==> src/sv/assert_macros.svh <==
// ---------------------------------------------------------------------------
// Assertion macros
// Shared concurrent assertion forms for the lcg random generator blocks.
// ---------------------------------------------------------------------------
`ifndef ASSERT_MACROS_SVH
`define ASSERT_MACROS_SVH

// Generic form: explicit clock and reset.
`define LRDG_ASSERT(label, clk, rst, prop, msg) \
   label: assert property (@(posedge clk) disable iff (rst) prop) else $error(msg);

// Short form for modules with the standard clock and reset port names.
`define LRDG_ASSERT_STD(label, prop, msg) \
   `LRDG_ASSERT(label, clock, reset, prop, msg)

`endif

==> src/sv/lrdg_pkg.sv <==
// ---------------------------------------------------------------------------
// lrdg_pkg
// Widths, codes and microcode program of the lcg random generator.
// ---------------------------------------------------------------------------
package lrdg_pkg;

   localparam int GaussDraws = 12;

   localparam int LcgW   = 31;
   localparam int UW     = 15;
   localparam int OpW    = 3;
   localparam int SigW   = 24;
   localparam int SeedW  = 32;
   localparam int ValW   = 32;
   localparam int FracW  = 16;
   localparam int SumW   = $clog2(GaussDraws * 32767 + 1);
   localparam int DW     = SumW + 2;
   localparam int ProdW  = SigW + DW;
   localparam int RndW   = ProdW + 1;
   localparam int SatW   = ProdW + 2;
   localparam int CntW   = $clog2(GaussDraws);
   localparam int PcW    = 5;

   localparam logic [LcgW-1:0] LcgMul   = LcgW'(1103515245);
   localparam logic [LcgW-1:0] LcgAdd   = LcgW'(12345);
   localparam logic [LcgW-1:0] LcgReset = LcgW'(1);

   localparam logic [OpW-1:0] OP_BIPOLAR  = 3'd0;
   localparam logic [OpW-1:0] OP_UNIPOLAR = 3'd1;
   localparam logic [OpW-1:0] OP_MIN      = 3'd2;
   localparam logic [OpW-1:0] OP_MAX      = 3'd3;
   localparam logic [OpW-1:0] OP_AVG      = 3'd4;
   localparam logic [OpW-1:0] OP_GAUSS    = 3'd5;

   localparam logic [PcW-1:0] PC_BIP   = 5'd0;
   localparam logic [PcW-1:0] PC_UNI   = 5'd2;
   localparam logic [PcW-1:0] PC_MIN   = 5'd4;
   localparam logic [PcW-1:0] PC_MAX   = 5'd7;
   localparam logic [PcW-1:0] PC_AVG   = 5'd10;
   localparam logic [PcW-1:0] PC_GAUSS = 5'd13;
   localparam logic [PcW-1:0] PC_GLOOP = 5'd14;
   localparam logic [PcW-1:0] PC_GADD  = 5'd15;
   localparam logic [PcW-1:0] PC_GMUL  = 5'd16;
   localparam logic [PcW-1:0] PC_GOUT  = 5'd17;
   localparam logic [PcW-1:0] PC_ZERO  = 5'd18;

   typedef enum logic [1:0] {
      ACC_NONE,
      ACC_CLEAR,
      ACC_ADD,
      ACC_HOLD
   } acc_op_type;

   typedef enum logic [2:0] {
      RES_ZERO,
      RES_BIPOLAR,
      RES_UNIPOLAR,
      RES_MIN,
      RES_MAX,
      RES_AVG,
      RES_GAUSS
   } res_op_type;

   typedef struct packed {
      logic             draw;
      acc_op_type       acc_op;
      logic             cnt_load;
      logic             loop;
      logic [PcW-1:0]   target;
      logic             mul;
      res_op_type       res_op;
      logic             done;
   } ucode_type;

   function automatic logic [PcW-1:0] entry_pc(input logic [OpW-1:0] op);
      logic [PcW-1:0] pc;
      case (op)
         OP_BIPOLAR:  pc = PC_BIP;
         OP_UNIPOLAR: pc = PC_UNI;
         OP_MIN:      pc = PC_MIN;
         OP_MAX:      pc = PC_MAX;
         OP_AVG:      pc = PC_AVG;
         OP_GAUSS:    pc = PC_GAUSS;
         default:     pc = PC_ZERO;
      endcase
      return pc;
   endfunction

   function automatic ucode_type ucode(input logic [PcW-1:0] pc);
      ucode_type w;
      w = '{draw: 1'b0, acc_op: ACC_NONE, cnt_load: 1'b0, loop: 1'b0,
            target: '0, mul: 1'b0, res_op: RES_ZERO, done: 1'b0};
      case (pc)
         PC_BIP: w.draw = 1'b1;
         PC_BIP + 5'd1: begin
            w.res_op = RES_BIPOLAR;
            w.done   = 1'b1;
         end
         PC_UNI: w.draw = 1'b1;
         PC_UNI + 5'd1: begin
            w.res_op = RES_UNIPOLAR;
            w.done   = 1'b1;
         end
         PC_MIN: w.draw = 1'b1;
         PC_MIN + 5'd1: begin
            w.draw   = 1'b1;
            w.acc_op = ACC_HOLD;
         end
         PC_MIN + 5'd2: begin
            w.res_op = RES_MIN;
            w.done   = 1'b1;
         end
         PC_MAX: w.draw = 1'b1;
         PC_MAX + 5'd1: begin
            w.draw   = 1'b1;
            w.acc_op = ACC_HOLD;
         end
         PC_MAX + 5'd2: begin
            w.res_op = RES_MAX;
            w.done   = 1'b1;
         end
         PC_AVG: w.draw = 1'b1;
         PC_AVG + 5'd1: begin
            w.draw   = 1'b1;
            w.acc_op = ACC_HOLD;
         end
         PC_AVG + 5'd2: begin
            w.res_op = RES_AVG;
            w.done   = 1'b1;
         end
         PC_GAUSS: begin
            w.draw     = 1'b1;
            w.acc_op   = ACC_CLEAR;
            w.cnt_load = 1'b1;
         end
         PC_GLOOP: begin
            w.draw   = 1'b1;
            w.acc_op = ACC_ADD;
            w.loop   = 1'b1;
            w.target = PC_GLOOP;
         end
         PC_GADD: w.acc_op = ACC_ADD;
         PC_GMUL: w.mul = 1'b1;
         PC_GOUT: begin
            w.res_op = RES_GAUSS;
            w.done   = 1'b1;
         end
         PC_ZERO: begin
            w.res_op = RES_ZERO;
            w.done   = 1'b1;
         end
         default: begin
            w.res_op = RES_ZERO;
            w.done   = 1'b1;
         end
      endcase
      return w;
   endfunction

endpackage

==> src/sv/lrdg_req_if.sv <==
// ---------------------------------------------------------------------------
// lrdg_req_if
// Request channel: one beat per random draw request.
// ---------------------------------------------------------------------------
interface lrdg_req_if
   import lrdg_pkg::*;
();
   logic                   valid;
   logic                   ready;
   logic [OpW-1:0]         operation;
   logic signed [SigW-1:0] sigma;
   logic signed [SigW-1:0] mu;

   modport source (output valid, output operation, output sigma, output mu, input ready);
   modport sink   (input valid, input operation, input sigma, input mu, output ready);
endinterface

==> src/sv/lrdg_rsp_if.sv <==
// ---------------------------------------------------------------------------
// lrdg_rsp_if
// Response channel: one Q15.16 value beat per request.
// ---------------------------------------------------------------------------
interface lrdg_rsp_if
   import lrdg_pkg::*;
();
   logic                   valid;
   logic                   ready;
   logic signed [ValW-1:0] value;

   modport source (output valid, output value, input ready);
   modport sink   (input valid, input value, output ready);
endinterface

==> src/sv/lrdg_lcg.sv <==
// ---------------------------------------------------------------------------
// lrdg_lcg
// Congruential state register, one draw per advance, reloaded by seed writes.
// ---------------------------------------------------------------------------
module lrdg_lcg
   import lrdg_pkg::*;
(
   input  logic             clock,
   input  logic             reset,
   input  logic             seed_we,
   input  logic [SeedW-1:0] seed,
   input  logic             advance,
   output logic [UW-1:0]    u
);

   logic [LcgW-1:0] state_ff;
   logic [LcgW-1:0] state_in;

   always_comb begin
      state_in = state_ff;
      if (seed_we) begin
         state_in = seed[LcgW-1:0];
      end else if (advance) begin
         state_in = state_ff * LcgMul + LcgAdd;
      end
   end

   always_ff @(posedge clock) begin
      if (reset) begin
         state_ff <= LcgReset;
      end else begin
         state_ff <= state_in;
      end
   end

   assign u = state_ff[LcgW-1 -: UW];

endmodule

==> src/sv/lrdg_datapath.sv <==
// ---------------------------------------------------------------------------
// lrdg_datapath
// Operand, accumulator and product registers plus result formatting.
// ---------------------------------------------------------------------------
module lrdg_datapath
   import lrdg_pkg::*;
(
   input  logic                   clock,
   input  logic                   reset,
   input  ucode_type              ctrl,
   input  logic                   load,
   input  logic signed [SigW-1:0] sigma,
   input  logic signed [SigW-1:0] mu,
   input  logic [UW-1:0]          u,
   output logic signed [ValW-1:0] value
);
   `include "assert_macros.svh"

   localparam logic signed [SatW-1:0] SatMax = SatW'(2147483647);
   localparam logic signed [SatW-1:0] SatMin = -SatMax - SatW'(1);

   logic [UW-1:0]          a_ff;
   logic [SumW-1:0]        acc_ff;
   logic [SumW-1:0]        acc_in;
   logic signed [ProdW-1:0] prod_ff;
   logic signed [SigW-1:0] sigma_ff;
   logic signed [SigW-1:0] mu_ff;

   logic signed [DW-1:0]   cent;
   logic signed [ProdW-1:0] prod_in;
   logic signed [RndW-1:0] rnd;
   logic signed [SatW-1:0] gsum;
   logic signed [ValW-1:0] gval;
   logic [UW-1:0]          umin;
   logic [UW-1:0]          umax;

   always_comb begin
      case (ctrl.acc_op)
         ACC_CLEAR: acc_in = '0;
         ACC_ADD:   acc_in = acc_ff + SumW'(u);
         default:   acc_in = acc_ff;
      endcase
   end

   assign cent    = $signed({1'b0, acc_ff, 1'b0}) - DW'(GaussDraws * 32768);
   assign prod_in = sigma_ff * cent;

   always_ff @(posedge clock) begin
      if (load) begin
         sigma_ff <= sigma;
         mu_ff    <= mu;
      end
      if (ctrl.acc_op == ACC_HOLD) begin
         a_ff <= u;
      end
      acc_ff <= acc_in;
      if (ctrl.mul) begin
         prod_ff <= prod_in;
      end
   end

   // round half up to Q16, add center, clamp
   assign rnd  = RndW'(prod_ff) + RndW'(32768);
   assign gsum = SatW'(rnd >>> FracW) + SatW'(mu_ff);

   always_comb begin
      if (gsum > SatMax) begin
         gval = ValW'(SatMax);
      end else if (gsum < SatMin) begin
         gval = ValW'(SatMin);
      end else begin
         gval = ValW'(gsum);
      end
   end

   assign umin = (u < a_ff) ? u : a_ff;
   assign umax = (u > a_ff) ? u : a_ff;

   always_comb begin
      case (ctrl.res_op)
         RES_BIPOLAR:  value = $signed({{(ValW-UW-2){1'b0}}, u, 2'b00}) - ValW'(65536);
         RES_UNIPOLAR: value = $signed({{(ValW-UW-1){1'b0}}, u, 1'b0});
         RES_MIN:      value = $signed({{(ValW-UW-1){1'b0}}, umin, 1'b0});
         RES_MAX:      value = $signed({{(ValW-UW-1){1'b0}}, umax, 1'b0});
         RES_AVG:      value = $signed(ValW'(a_ff) + ValW'(u));
         RES_GAUSS:    value = gval;
         default:      value = '0;
      endcase
   end

   `LRDG_ASSERT_STD(a_zero_spread, (ctrl.mul && sigma_ff == '0) |=> prod_ff == '0,
      "zero sigma gave nonzero product")

endmodule

==> src/sv/lrdg_sequencer.sv <==
// ---------------------------------------------------------------------------
// lrdg_sequencer
// Step counter, loop counter and microcode table lookup.
// ---------------------------------------------------------------------------
module lrdg_sequencer
   import lrdg_pkg::*;
(
   input  logic           clock,
   input  logic           reset,
   input  logic           start,
   input  logic [OpW-1:0] op,
   input  logic           out_free,
   output logic           ready,
   output ucode_type      ctrl
);
   `include "assert_macros.svh"

   typedef enum logic {
      ST_IDLE,
      ST_RUN
   } seq_state_type;

   seq_state_type   state_ff;
   seq_state_type   state_in;
   logic [PcW-1:0]  pc_ff;
   logic [PcW-1:0]  pc_in;
   logic [CntW-1:0] cnt_ff;
   logic [CntW-1:0] cnt_in;
   ucode_type       w;

   assign w = ucode(pc_ff);

   always_comb begin
      state_in = state_ff;
      pc_in    = pc_ff;
      cnt_in   = cnt_ff;
      case (state_ff)
         ST_IDLE: begin
            if (start) begin
               state_in = ST_RUN;
               pc_in    = entry_pc(op);
            end
         end
         ST_RUN: begin
            if (w.done) begin
               if (out_free) begin
                  state_in = ST_IDLE;
               end
            end else if (w.loop && cnt_ff != '0) begin
               pc_in  = w.target;
               cnt_in = cnt_ff - CntW'(1);
            end else begin
               pc_in = pc_ff + PcW'(1);
            end
            if (w.cnt_load) begin
               cnt_in = CntW'(GaussDraws - 2);
            end
         end
         default: state_in = ST_IDLE;
      endcase
   end

   always_ff @(posedge clock) begin
      if (reset) begin
         state_ff <= ST_IDLE;
         pc_ff    <= '0;
         cnt_ff   <= '0;
      end else begin
         state_ff <= state_in;
         pc_ff    <= pc_in;
         cnt_ff   <= cnt_in;
      end
   end

   assign ready = (state_ff == ST_IDLE);
   assign ctrl  = (state_ff == ST_RUN) ? w : ucode_type'('0);

   `LRDG_ASSERT_STD(a_loop_branch,
      (state_ff == ST_RUN && w.loop && cnt_ff != '0) |=> pc_ff == $past(w.target),
      "loop branch not taken")
   `LRDG_ASSERT_STD(a_done_hold,
      (state_ff == ST_RUN && w.done && !out_free) |=> (state_ff == ST_RUN && $stable(pc_ff)),
      "final step left while output busy")

endmodule

==> src/sv/lcg_random_distribution_generator.sv <==
// Random value generator on the classic rand() congruential step. Each request
// beat selects bipolar/unipolar uniform, min, max or average of two draws, or a
// Gaussian sigma*(sum of 12 draws - 6)+mu, and returns one signed Q15.16 beat.
// One draw per cycle from the single state multiplier sets the rate. After
// accept, single-draw modes run a draw and a final step, two-draw modes two
// draws and a final step, the Gaussian GaussDraws draws, a multiply and a
// final step, unused codes only a final step (value 0, no draw). The
// sequencer goes idle before the next accept. A pending result does not block
// the next request. Writing csr_wdata reloads the state with its low 31 bits.
// ---------------------------------------------------------------------------
// lcg_random_distribution_generator
// Top level: request/response channels, seed register port, output register.
// ---------------------------------------------------------------------------
module lcg_random_distribution_generator
   import lrdg_pkg::*;
(
   input  logic             clock,
   input  logic             reset,
   input  logic             csr_we,
   input  logic [SeedW-1:0] csr_wdata,
   lrdg_req_if.sink         req,
   lrdg_rsp_if.source       rsp
);
   `include "assert_macros.svh"

   ucode_type              ctrl;
   logic                   start;
   logic                   seq_ready;
   logic                   out_free;
   logic                   load_out;
   logic [UW-1:0]          u;
   logic signed [ValW-1:0] dp_value;
   logic                   rsp_valid_ff;
   logic signed [ValW-1:0] rsp_value_ff;

   assign start    = req.valid && seq_ready;
   assign out_free = !rsp_valid_ff || rsp.ready;
   assign load_out = ctrl.done && out_free;

   lrdg_lcg u_lcg (
      .clock   (clock),
      .reset   (reset),
      .seed_we (csr_we),
      .seed    (csr_wdata),
      .advance (ctrl.draw),
      .u       (u)
   );

   lrdg_sequencer u_seq (
      .clock    (clock),
      .reset    (reset),
      .start    (start),
      .op       (req.operation),
      .out_free (out_free),
      .ready    (seq_ready),
      .ctrl     (ctrl)
   );

   lrdg_datapath u_dp (
      .clock (clock),
      .reset (reset),
      .ctrl  (ctrl),
      .load  (start),
      .sigma (req.sigma),
      .mu    (req.mu),
      .u     (u),
      .value (dp_value)
   );

   always_ff @(posedge clock) begin
      if (reset) begin
         rsp_valid_ff <= 1'b0;
      end else if (load_out) begin
         rsp_valid_ff <= 1'b1;
      end else if (rsp.ready) begin
         rsp_valid_ff <= 1'b0;
      end
      if (load_out) begin
         rsp_value_ff <= dp_value;
      end
   end

   assign req.ready = seq_ready;
   assign rsp.valid = rsp_valid_ff;
   assign rsp.value = rsp_value_ff;

   `LRDG_ASSERT_STD(a_rsp_from_done, $rose(rsp_valid_ff) |-> $past(ctrl.done),
      "response beat without a final step")

endmodule

==> src/flat_wrapper.sv <==
// flat-port wrapper written by rule: the top's interface ports become plain ports
module lcg_random_distribution_generator_flat import lrdg_pkg::*;
  (clock, reset, csr_we, csr_wdata, req_valid, req_operation, req_sigma, req_mu, req_ready, rsp_valid, rsp_value, rsp_ready);
  lrdg_req_if req_i ();
  lrdg_rsp_if rsp_i ();
  input  logic clock;
  input  logic reset;
  input  logic csr_we;
  input  logic [SeedW-1:0] csr_wdata;
  input wire logic [$bits(req_i.valid)-1:0] req_valid;
  input wire logic [$bits(req_i.operation)-1:0] req_operation;
  input wire logic [$bits(req_i.sigma)-1:0] req_sigma;
  input wire logic [$bits(req_i.mu)-1:0] req_mu;
  output wire logic [$bits(req_i.ready)-1:0] req_ready;
  output wire logic [$bits(rsp_i.valid)-1:0] rsp_valid;
  output wire logic [$bits(rsp_i.value)-1:0] rsp_value;
  input wire logic [$bits(rsp_i.ready)-1:0] rsp_ready;
  assign req_i.valid = req_valid;
  assign req_i.operation = req_operation;
  assign req_i.sigma = req_sigma;
  assign req_i.mu = req_mu;
  assign req_ready = req_i.ready;
  assign rsp_valid = rsp_i.valid;
  assign rsp_value = rsp_i.value;
  assign rsp_i.ready = rsp_ready;
  lcg_random_distribution_generator u_core (.clock(clock), .reset(reset), .csr_we(csr_we), .csr_wdata(csr_wdata), .req(req_i), .rsp(rsp_i));
endmodule
==> config.mk <==
export PLATFORM = sky130hd
export DESIGN_NAME = lcg_random_distribution_generator_flat
export DESIGN_NICKNAME = d
export VERILOG_FILES = /design/src/sv/lrdg_pkg.sv /design/src/sv/lrdg_req_if.sv /design/src/sv/lrdg_rsp_if.sv /design/src/sv/lrdg_lcg.sv /design/src/sv/lrdg_datapath.sv /design/src/sv/lrdg_sequencer.sv /design/src/sv/lcg_random_distribution_generator.sv /design/src/flat_wrapper.sv
export VERILOG_INCLUDE_DIRS = /design/src /design/src/sv
export SDC_FILE = /design/constraint.sdc
export NUM_CORES = 2
export LEC_CHECK = 0
export ABC_CLOCK_PERIOD_IN_PS = 22800
export BUFFER_PORTS_ARGS = -buffer_cell sky130_fd_sc_hd__buf_2
export CAP_MARGIN = 20
export CORE_ASPECT_RATIO = 1.25
export CORE_MARGIN = 2
export CORE_UTILIZATION = 36
export CTS_CLUSTER_DIAMETER = 40
export DETAILED_ROUTE_END_ITERATION = 7
export PLACE_DENSITY = 0.63
export SYNTH_ARGS = -nofsm -noshare
export SYNTH_HDL_FRONTEND = slang
export SYNTH_SLANG_ARGS = --single-unit
==> constraint.sdc <==
create_clock -name clock -period 22.8 [get_ports clock]
set_clock_uncertainty 0.1 [all_clocks]
set_input_delay 3.42 -clock clock [delete_from_list [all_inputs] [get_ports clock]]
set_output_delay 3.42 -clock clock [all_outputs]
set_load 0.05 [all_outputs]
==> flow_metrics.py <==
metrics = {
    "sta": {
        "finalSetupTns_ns": 0,
        "slew_headroom_pct": 28.0,
        "finalSetupViolCount": 0,
        "holdWs_ns": 0.369,
        "period_share_pct": 36.1,
        "rsz0062_at_grt": "no",
        "finalHoldViolations": 0,
        "final_max_slew_viol_count": 0,
        "fin_crit_ns": 8.22,
        "worstMarginPinSlew_ns": 1.08,
        "max_freq_mhz": 122,
    },
    "floorplanning": {
        "core_sq_um": 101000,
        "dieHeight_microns": 360,
        "rows": 130,
        "ios": 122,
        "die_area_sq_um": 104000,
        "dieWidth_microns": 289,
        "initial_core_util_pct": 36.3,
    },
    "synth": {
        "synth_cell_types": 72,
        "ys.flop_type": "edfxtp_1",
        "ys_async_sr_fraction_pct": 0,
        "yosysWarnings": 0,
        "syn-num-nets": 5036,
        "synth_edf_count": 144,
        "syn_inst": 3863,
        "netlist_area_sq_um": 36600,
        "ys_seq_area_share_pct": 14.1,
        "ys_ff_latch": 186,
        "syn_avg_cell_area_sq_um": 9.47,
    },
    "global_routing": {
        "grt_first_pass_wirelength_microns": 154000,
        "antenna_found_initial": 8,
        "grt_max_degree": 62,
        "grt_pass1_vias": 28800,
        "grt_overflow": 0,
        "track_usage_pct": 19.1,
    },
    "worst_setup_path": {
        "crit_family": "adder cells",
        "required_ns": 22.96,
        "startpoint_type": "register",
        "crit_path_top_delay_cell": "edfxtp_1",
        "arrival_ns": 8.39,
        "cpPeakStageDelay_ns": 0.74,
        "cp-end-kind": "register",
        "critPathBufInv": 6,
        "crit_path_max_fanout": 16,
        "critical_path_class": "register to register",
        "cp_common_cell": "fa_1",
    },
    "drt": {
        "wirelength_microns": 93700,
        "ant_nets": 0,
        "dr.pass1.iters": 6,
        "drc": 0,
        "via_per_inst": 4.95,
        "via_count": 26000,
        "drt-initial-drc-count": 1356,
        "wl_per_cell_microns": 17.9,
    },
    "layout": {
        "fin_area_sq_um": 39300,
        "drive_above_1_share_pct": 5.43,
        "finish.net_count": 5084,
        "multi_input_area_sq_um": 27300,
        "regArea_sq_um": 5160,
        "final_cell_mix": "inv_1 (973), fa_1 (677), ha_1 (408), nand2_1 (365), and2_1 (185)",
        "fillers": 9975,
        "syn2layout_area_growth_pct": 7.43,
        "final_common_cell": "inv_1",
    },
    "place": {
        "place_congestion": 0.911,
        "dp_hpwl_microns": 76600,
        "port_buffers": 120,
        "place_area_sq_um": 38700,
    },
    "clock_network": {
        "htreeDepth": 4,
        "clock_tree.root_cell": "clkbuf_16",
        "clock_latency_ns": 0.52,
        "cts_setup_buffers": 0,
        "clk_pin_slew_ns": 0.08,
        "postCtsHoldBufs": 0,
        "cts_num_sinks": 186,
        "cts_buffers": 17,
        "ctsResizeCount": 0,
        "clockBufferDepth": 2,
        "cts_tree": "built",
    },
    "run": {
        "cap_violations": 0,
    },
    "worst_hold_path": {
        "hp-class": "register to register",
    },
    "status": {
        "status": "completed",
    },
}
## worst register-to-register path: cells and delay by family (launching register included)
kind                     cells  cell delay (ns)
buffers and inverters        6             0.71
adder cells (fa/ha/maj)      8             3.89
flip-flops                   1             0.74
XOR/XNOR                     1             0.09
AO/OA/AOI/OAI                8             2.21
AND/OR/NAND/NOR              2             0.25
## state kept, by name (all words and copies together), names as in the netlist
name,count
u_core.u_seq.state_ff,1
u_core.u_dp.prod_ff,30
u_core.u_dp.mu_ff,24
u_core.u_dp.sigma_ff,24
u_core.u_lcg.state_ff,31
u_core.u_dp.acc_ff,19
u_core.rsp.valid,1
u_core.u_seq.pc_ff,5
u_core.rsp.value,32
u_core.u_dp.a_ff,15
u_core.u_seq.cnt_ff,4
## per-layer routing
layer | GRT usage (%) | wire length [microns] | up-vias
met5 | 0 | 74 | -
met4 | 7.77 | 3870 | 12
met3 | 2.84 | 3850 | 200
met2 | 35.1 | 49800 | 551
met1 | 22.0 | 36100 | 13200
li1 | - | - | 12000
## worst paths after layout
path / start / slack (ns) / depth (start not counted) / end
max reg2reg: u_core.u_dp.acc_ff[11] / 14.58 / 25 / u_core.u_dp.prod_ff[44]
min reg2reg: u_core.u_seq.cnt_ff[3] / 0.37 / 2 / u_core.u_seq.cnt_ff[3]
max: u_core.u_dp.acc_ff[11] / 14.58 / 25 / u_core.u_dp.prod_ff[44]
min: u_core.u_seq.cnt_ff[3] / 0.37 / 2 / u_core.u_seq.cnt_ff[3]
## cells by family (layout without fill, tap and decap cells)
logic type	Yosys count	count (layout)	share of synthesized area (%)
compound gates	411	411	7.59
fa+ha+maj	1085	1085	51.0
xor+xnor	154	154	3.69
buf+inv	1099	1160	11.3
mux	9	9	0.246
other cells	0	1	0
flops	186	186	14.1
simple gates	919	919	12.1
## per-stage QoR
step | instances | util [%] | setup WS (ns)
final | 5245 | 39.0 | 14.58
after floorplan | 3863 | - | 15.42
after detailed placement | 5212 | 38.4 | 14.58
after global placement | 5211 | 38.4 | 14.65
after global routing | 5244 | 39.0 | 14.16
after CTS | 5244 | 39.0 | 14.55
## cell usage after synthesis (all sizes together), types with 31 or more instances
library cell / instances / area share [%]
dfxtp: 42 / 2.3
a21oi: 109 / 1.5
xor2: 40 / 0.96
xnor2: 114 / 2.7
clkbuf: 120 / 1.2
a21o: 31 / 0.64
nor2b: 40 / 0.68
ha: 408 / 14
nand3: 36 / 0.49
fa: 677 / 37
edfxtp: 144 / 12
nor2: 149 / 1.5
nor3: 33 / 0.45
o21ai: 75 / 1.0
inv: 974 / 10
nand2: 365 / 3.7
and2: 185 / 3.2
## layout make-up
cell class / count / share of cell area (%)
Antenna cell: 1 / 0.00637
Multi-Input combinational cell: 2578 / 69.5
Sequential cell: 186 / 13.1
Tap cell: 1320 / 4.20
Clock inverter: 14 / 0.513
Clock buffer: 18 / 1.12
Inverter: 975 / 9.31
Timing Repair Buffer: 153 / 2.17
Power is not shown: default switching activity piles up to over one toggle a cycle in this logic, so the estimate is an artifact.
